[config.mk]
export PLATFORM = sky130hd
export DESIGN_NAME = prime_power_exponent_core
export DESIGN_NICKNAME = d
export VERILOG_FILES = /design/src/ppe_pkg.sv /design/src/prime_power_exponent_core.sv
export SDC_FILE = /design/constraint.sdc
export NUM_CORES = 1
export LEC_CHECK = 0
export BUFFER_PORTS_ARGS = -buffer_cell sky130_fd_sc_hd__buf_4
export CORE_ASPECT_RATIO = 1.4
export CORE_UTILIZATION = 40
export DETAILED_ROUTE_END_ITERATION = 10
export GPL_ROUTABILITY_DRIVEN = 1
export PLACE_DENSITY_LB_ADDON = 0.3
export SYNTH_ARGS = -nofsm -noshare
export SYNTH_HDL_FRONTEND = slang
export SYNTH_SLANG_ARGS = --single-unit
export TNS_END_PERCENT = 50
[constraint.sdc]
create_clock -name clk -period 7.6 [get_ports clk]
set_input_delay 1.52 -clock clk [delete_from_list [all_inputs] [get_ports clk]]
set_output_delay 1.52 -clock clk [all_outputs]
set_load 0.01 [all_outputs]
[src/ppe_pkg.sv]
// Package: widths, sequencer states and field layout for the prime power exponent core.
package ppe_pkg;

	localparam int ValW   = 31;
	localparam int PrimeW = 14;
	localparam int ExpW   = 5;
	localparam int TrialW = 8;
	localparam int StepW  = 5;
	localparam int InDataW  = 48;
	localparam int OutDataW = 8;

	localparam logic [StepW-1:0] LastStep = StepW'(ValW - 1);

	typedef enum logic [3:0] {
		ST_IDLE  = 4'b0001,
		ST_PRIME = 4'b0010,
		ST_VAL   = 4'b0100,
		ST_FIN   = 4'b1000
	} state_t;

endpackage

[src/prime_power_exponent_core.sv]
// Top level: trial-division primality test and p-adic valuation over one shared radix-2 divider.
//
//  channel  dir  beat fields (lsb first)
//  s_*      in   tdata: value[30:0], prime[44:31], zero pad [47:45]
//  m_*      out  tuser: valid_res; tdata: exponent[4:0], zero pad [7:5]
//
// One restoring divider does every division, one quotient bit per cycle; the remainder
// is then handed to the sequencer. An item runs t trial divisions, t = trial divisors
// used (at most 126), then e + 1 valuation divisions, e = exponent found; a composite
// stops at its factor; rejected candidates or a zero value do not use the divider.
// s_tready is high only when idle; the result register lets a new beat in while the
// last result waits on m_tready. Reset clears control state only; no clearing pass.
module prime_power_exponent_core
	import ppe_pkg::*;
#(
	parameter int PRIME_LIMIT = 16384
) (
	input  logic                clk,
	input  logic                arst_n,
	input  logic                s_tvalid,
	output logic                s_tready,
	input  logic [InDataW-1:0]  s_tdata,   // value[30:0], prime[44:31]
	output logic                m_tvalid,
	input  logic                m_tready,
	output logic [OutDataW-1:0] m_tdata,   // exponent[4:0]
	output logic                m_tuser    // valid_res
);

	localparam logic [16:0] LimitW = 17'(PRIME_LIMIT);

	state_t              state_q;
	logic [ValW-1:0]     v_q;
	logic [PrimeW-1:0]   p_q;
	logic [TrialW-1:0]   d_q;
	logic [ExpW-1:0]     cnt_q;
	logic                res_valid_q;
	logic [ExpW-1:0]     res_exp_q;
	logic                out_valid_q;
	logic                out_flag_q;
	logic [ExpW-1:0]     out_exp_q;

	logic [ValW-1:0]     div_quo_q;
	logic [PrimeW-1:0]   div_rem_q;
	logic [PrimeW-1:0]   div_den_q;
	logic [StepW-1:0]    div_step_q;
	logic                div_busy_q;
	logic                div_done_q;

	logic                in_fire;
	logic [ValW-1:0]     in_v;
	logic [PrimeW-1:0]   in_p;
	logic                in_bad;
	logic                in_small;
	logic [TrialW-1:0]   d_nxt;
	logic [15:0]         d_sq;
	logic                d_past;
	logic                rem_zero;
	logic                div_start;
	logic [ValW-1:0]     div_num;
	logic [PrimeW-1:0]   div_den;
	logic [PrimeW:0]     div_shift;
	logic                div_ge;
	logic                out_free;

	assign s_tready = (state_q == ST_IDLE);
	assign in_fire  = s_tvalid & s_tready;
	assign in_v     = s_tdata[ValW-1:0];
	assign in_p     = s_tdata[ValW+PrimeW-1:ValW];
	assign in_bad   = (in_v == '0) || (in_p < PrimeW'(2)) || ({3'b000, in_p} >= LimitW);
	assign in_small = (in_p < PrimeW'(4));
	assign d_nxt    = d_q + TrialW'(1);
	assign d_sq     = 16'(d_nxt) * 16'(d_nxt);
	assign d_past   = d_sq > {2'b00, p_q};
	assign rem_zero = (div_rem_q == '0);
	assign out_free = !out_valid_q || m_tready;

	always_comb begin
		div_start = 1'b0;
		div_num   = '0;
		div_den   = '0;
		case (state_q)
			ST_IDLE: begin
				if (in_fire && !in_bad) begin
					div_start = 1'b1;
					if (in_small) begin
						div_num = in_v;
						div_den = in_p;
					end else begin
						div_num = ValW'(in_p);
						div_den = PrimeW'(2);
					end
				end
			end
			ST_PRIME: begin
				if (div_done_q && !rem_zero) begin
					div_start = 1'b1;
					if (d_past) begin
						div_num = v_q;
						div_den = p_q;
					end else begin
						div_num = ValW'(p_q);
						div_den = PrimeW'(d_nxt);
					end
				end
			end
			ST_VAL: begin
				if (div_done_q && rem_zero) begin
					div_start = 1'b1;
					div_num   = div_quo_q;
					div_den   = p_q;
				end
			end
			default: begin
				div_start = 1'b0;
			end
		endcase
	end

	// shared restoring divider
	assign div_shift = {div_rem_q, div_quo_q[ValW-1]};
	assign div_ge    = div_shift >= {1'b0, div_den_q};

	always_ff @(posedge clk or negedge arst_n) begin
		if (!arst_n) begin
			div_busy_q <= 1'b0;
			div_done_q <= 1'b0;
			div_step_q <= '0;
		end else if (div_start) begin
			div_busy_q <= 1'b1;
			div_done_q <= 1'b0;
			div_step_q <= '0;
		end else if (div_busy_q) begin
			div_step_q <= div_step_q + StepW'(1);
			if (div_step_q == LastStep) begin
				div_busy_q <= 1'b0;
				div_done_q <= 1'b1;
			end
		end else begin
			div_done_q <= 1'b0;
		end
	end

	always_ff @(posedge clk) begin
		if (div_start) begin
			div_quo_q <= div_num;
			div_rem_q <= '0;
			div_den_q <= div_den;
		end else if (div_busy_q) begin
			if (div_ge) begin
				div_rem_q <= PrimeW'(div_shift - {1'b0, div_den_q});
				div_quo_q <= {div_quo_q[ValW-2:0], 1'b1};
			end else begin
				div_rem_q <= div_shift[PrimeW-1:0];
				div_quo_q <= {div_quo_q[ValW-2:0], 1'b0};
			end
		end
	end

	// sequencer
	always_ff @(posedge clk or negedge arst_n) begin
		if (!arst_n) begin
			state_q <= ST_IDLE;
			cnt_q   <= '0;
			d_q     <= '0;
		end else begin
			case (state_q)
				ST_IDLE: begin
					if (in_fire) begin
						cnt_q <= '0;
						d_q   <= TrialW'(2);
						if (in_bad) begin
							state_q <= ST_FIN;
						end else if (in_small) begin
							state_q <= ST_VAL;
						end else begin
							state_q <= ST_PRIME;
						end
					end
				end
				ST_PRIME: begin
					if (div_done_q) begin
						d_q <= d_nxt;
						if (rem_zero) begin
							state_q <= ST_FIN;
						end else if (d_past) begin
							state_q <= ST_VAL;
						end
					end
				end
				ST_VAL: begin
					if (div_done_q) begin
						if (rem_zero) begin
							cnt_q <= cnt_q + ExpW'(1);
						end else begin
							state_q <= ST_FIN;
						end
					end
				end
				ST_FIN: begin
					if (out_free) begin
						state_q <= ST_IDLE;
					end
				end
				default: begin
					state_q <= ST_IDLE;
				end
			endcase
		end
	end

	always_ff @(posedge clk) begin
		if (in_fire) begin
			v_q         <= in_v;
			p_q         <= in_p;
			res_valid_q <= 1'b0;
			res_exp_q   <= '0;
		end else if (state_q == ST_VAL && div_done_q && !rem_zero) begin
			res_valid_q <= (cnt_q != '0);
			res_exp_q   <= cnt_q;
		end
	end

	// result register
	always_ff @(posedge clk or negedge arst_n) begin
		if (!arst_n) begin
			out_valid_q <= 1'b0;
		end else if (state_q == ST_FIN && out_free) begin
			out_valid_q <= 1'b1;
		end else if (m_tready) begin
			out_valid_q <= 1'b0;
		end
	end

	always_ff @(posedge clk) begin
		if (state_q == ST_FIN && out_free) begin
			out_flag_q <= res_valid_q;
			out_exp_q  <= res_exp_q;
		end
	end

	assign m_tvalid = out_valid_q;
	assign m_tuser  = out_flag_q;
	assign m_tdata  = {(OutDataW - ExpW)'(0), out_exp_q};

	a_idle_div: assert property (@(posedge clk) disable iff (!arst_n)
		state_q == ST_IDLE |-> !div_busy_q && !div_done_q)
		else $error("divider active while idle");

	a_done_state: assert property (@(posedge clk) disable iff (!arst_n)
		div_done_q |-> (state_q == ST_PRIME || state_q == ST_VAL))
		else $error("division result with no consumer");

	a_flag_exp: assert property (@(posedge clk) disable iff (!arst_n)
		m_tvalid && !m_tuser |-> m_tdata == '0)
		else $error("exponent nonzero on invalid result");

	a_fin_out: assert property (@(posedge clk) disable iff (!arst_n)
		state_q == ST_FIN && out_free |=> m_tvalid && state_q == ST_IDLE)
		else $error("result not loaded");

	a_cnt_range: assert property (@(posedge clk) disable iff (!arst_n)
		cnt_q <= ExpW'(30))
		else $error("exponent count out of range");

endmodule
==> results.py <==
metrics = {
    "power": {
        "p_leak_nw": 4.58,
        "p_sw_share_pct": 32.0,
        "cellPowerDensity_nw_per_um2": 266,
        "power_mw": 2.79,
        "power_frac_clock_pct": 28.8,
        "p_seq_share_pct": 42.1,
        "comb_power_share_pct": 29.1,
        "internal_power_mw": 1.90,
        "p_switching_mw": 0.892,
        "peakVddDrop_uv": 256,
    },
    "sta": {
        "fin_crit_ps": 7210,
        "slew_viol_final": 0,
        "holdWs_ps": 437,
        "finalCritPeriodShare_pct": 94.8,
        "tightest_slew_ps": 1080,
        "skew_ps": 6.89,
        "slew-limit-headroom_pct": 27.8,
        "max_freq_mhz": 139,
        "final-hold-violation-count": 0,
        "setup_viol": 0,
    },
    "setup_path": {
        "cp.required_ps": 7770,
        "crit_fanout": 14,
        "critPathSlowestCell": "fa_1",
        "max_stage_delay_ps": 560,
        "crit_arrival_ps": 7370,
        "worstSetupStartpoint": "d_q[1]",
        "crit_type": "reg -> reg",
        "r2r_end": "div_den_q[9]",
        "startpoint_type": "register",
        "crit_path_frequent_cell": "fa_1",
        "reg2regPathDepth": 29,
        "reg2reg_from": "d_q[1]",
        "r2r_slack_ps": 390,
        "worstSetupEndpointType": "register",
        "endpoint": "div_den_q[9]",
    },
    "logic_synthesis": {
        "async_flop_share_pct": 17.7,
        "synth_top_area_cell": "edfxtp_1",
        "ys_seq_area_share_pct": 43.0,
        "synth-edff-count": 96,
        "syn_area_sq_um": 9080,
        "yosysWarnings": 0,
        "synth_top_area_share_pct": 31.7,
        "synth_cell_types": 88,
        "avgSynthCellArea_sq_um": 10.5,
        "synth_seq_cells": 141,
        "synth_area_leaders": "edfxtp_1, ha_1, dfrtp_1",
        "synth_cells": 865,
        "synthFlopType": "edfxtp_1",
    },
    "die": {
        "die-area_sq_um": 23300,
        "die_width_um": 129,
        "rows": 64,
        "ios": 63,
        "start_util_pct": 41.1,
        "core_region_area_sq_um": 22100,
        "die_y_um": 180,
    },
    "clock_tree": {
        "cts_tree": "yes",
        "cts_num_sinks": 141,
        "cts.path.max_buffers": 2,
        "hold_buffers": 0,
        "cts-root-buf": "clkbuf_16",
        "clock_latency_ps": 420,
        "path_clk_slew_ps": 60,
        "htree_levels": 4,
        "numCtsBuffers": 17,
    },
    "placed_design": {
        "dpl.hpwl_um": 16000,
        "place.gp.congestion": 0.865,
        "port_buffers": 56,
        "dpl.cell_count": 1208,
    },
    "layout": {
        "fin_cells": 1242,
        "final_common_cell": "edfxtp_1",
        "layout.nets": 1071,
        "mostFrequentLayoutCells": "edfxtp_1, inv_1, buf_4",
        "layout-drive-gt1-share_pct": 15.6,
        "area_delta_synth_final_pct": 15.6,
        "diodes": 0,
    },
    "worst_hold_path": {
        "hold_class": "reg -> reg",
    },
    "detailed_routing": {
        "drtIter0Drc": 350,
        "drt_wl_total_um": 21500,
        "viasPerCell": 5.42,
        "drc": 0,
        "drt_first_pass_iters": 4,
        "wire_per_inst_um": 17.3,
        "vias": 6730,
        "ant_nets": 0,
    },
    "global_route": {
        "grt_max_degree": 58,
        "grt_first_pass_wirelength_um": 35800,
        "first_global_vias": 7023,
        "grt_antenna_before_repair": 0,
        "overflow": 0,
        "track_usage_pct": 19.7,
    },
    "run": {
        "drv_cap": 0,
    },
    "status": {
        "status": "completed",
    },
}
## synth_stat cells (all sizes together), types with 5 or more instances
master and count:
a21o 22, nor2 55, inv 84, o21a 19, ha 61, and3 5
clkbuf 15, dfrtp 24, fa 26, xnor2 21, nor4 20, o21ai 53
nand2 65, nor2b 17, or2 7, a31oi 9, mux2i 12, a311o 14
o31ai 5, a22o 17, dfxtp 20, buf 19, nand4 19, edfxtp 96
o211ai 10, nand3 12, a211oi 6, xor2 14, nor3 13, a21oi 44
## registers in the layout (all words and copies together) (netlist names), 4 cells and up
register	flops
p_q	14
res_exp_q	5
div_rem_q	14
v_q	31
out_exp_q	5
d_q	8
div_quo_q	31
state_q	4
div_step_q	5
div_den_q	14
cnt_q	5
## power by group through the flow
stage / sequential, mW / clock [mW] / combinational, mW
2_1_floorplan: 1.15 / 0 / 0.622
3_3_place_gp: 1.18 / 0 / 0.798
3_5_place_dp: 1.19 / 0 / 0.814
4_1_cts: 1.17 / 0.812 / 0.817
5_1_grt: 1.19 / 0.847 / 0.909
6_report: 1.17 / 0.803 / 0.813
## worst min-delay path by stage
stage                 start            to  slack, ps  cells past startpoint
2_1_floorplan  res_exp_q[0]  out_exp_q[0]        410                      0
3_3_place_gp   res_exp_q[3]  out_exp_q[3]        420                      0
3_5_place_dp   res_exp_q[2]  out_exp_q[2]        420                      0
4_1_cts        res_exp_q[2]  out_exp_q[2]        430                      0
5_1_grt        res_exp_q[2]  out_exp_q[2]        450                      0
6_report       res_exp_q[2]  out_exp_q[2]        440                      0
## routing by layer
| layer | global-route usage (%) | vias to the layer above | share of wire, % | wire length [um] |
|---|---|---|---|---|
| met4 | 6.49 | 0 | 2.0 | 439 |
| met2 | 35.8 | 132 | 53 | 11500 |
| met3 | 2.94 | 31 | 2.7 | 577 |
| li1 | - | 3297 | - | - |
| met1 | 23.3 | 3270 | 42 | 8990 |
| met5 | 0 | - | 0 | 0 |
## through the flow
stage | area [sq um] | setup TNS (ps) | setup slack, ps | util (%)
2_1_floorplan | 9090 | 0 | 616 | -
3_3_place_gp | 9880 | 0 | 332 | 44.7
3_5_place_dp | 9880 | 0 | 323 | 44.7
4_1_cts | 10500 | 0 | 268 | 47.3
5_1_grt | 10500 | -458 | -48.7 | 47.5
6_report | 10500 | 0 | 394 | 47.5
## critical path: cells and delay by family, from the launching register on
family	cells	cell delay [ps]
fa+ha+maj	7	2960
compound gates	10	1860
simple gates	5	710
buf+inv	5	610
flops	1	440
xor+xnor	2	360
## what timing repair did
action | in CTS | in global routing
gates resized for setup | 0 | 5
buffers inserted | 0 | 2
hold endpoints to repair | 0 | 0
setup endpoints to repair | 0 | 46
## area by class of cell
class / instances / area (sq um)
Tap cell: 297 / 372
Sequential cell: 141 / 3910
Multi-Input combinational cell: 608 / 4720
Fill cell: 2112 / 11600
Clock inverter: 8 / 51.3
Timing Repair Buffer: 79 / 606
Clock buffer: 24 / 524
Inverter: 85 / 319
## cells by family (layout without fill, tap and decap cells)
kind of cell               count (synthesis)  after routing  share of synthesized area (%)
AOI/OAI and AO/OA                        230            230                           17.8
muxes                                     13             13                           1.45
DFF                                      141            141                           43.0
and+or+nand+nor                          238            238                           14.0
buffers and inverters                    119            196                           5.62
xor gates and xnor gates                  35             35                           3.87
adders and majority gates                 87             87                           14.1
other                                      2              5                         0.0827
Power figures use the tool's default switching activity.
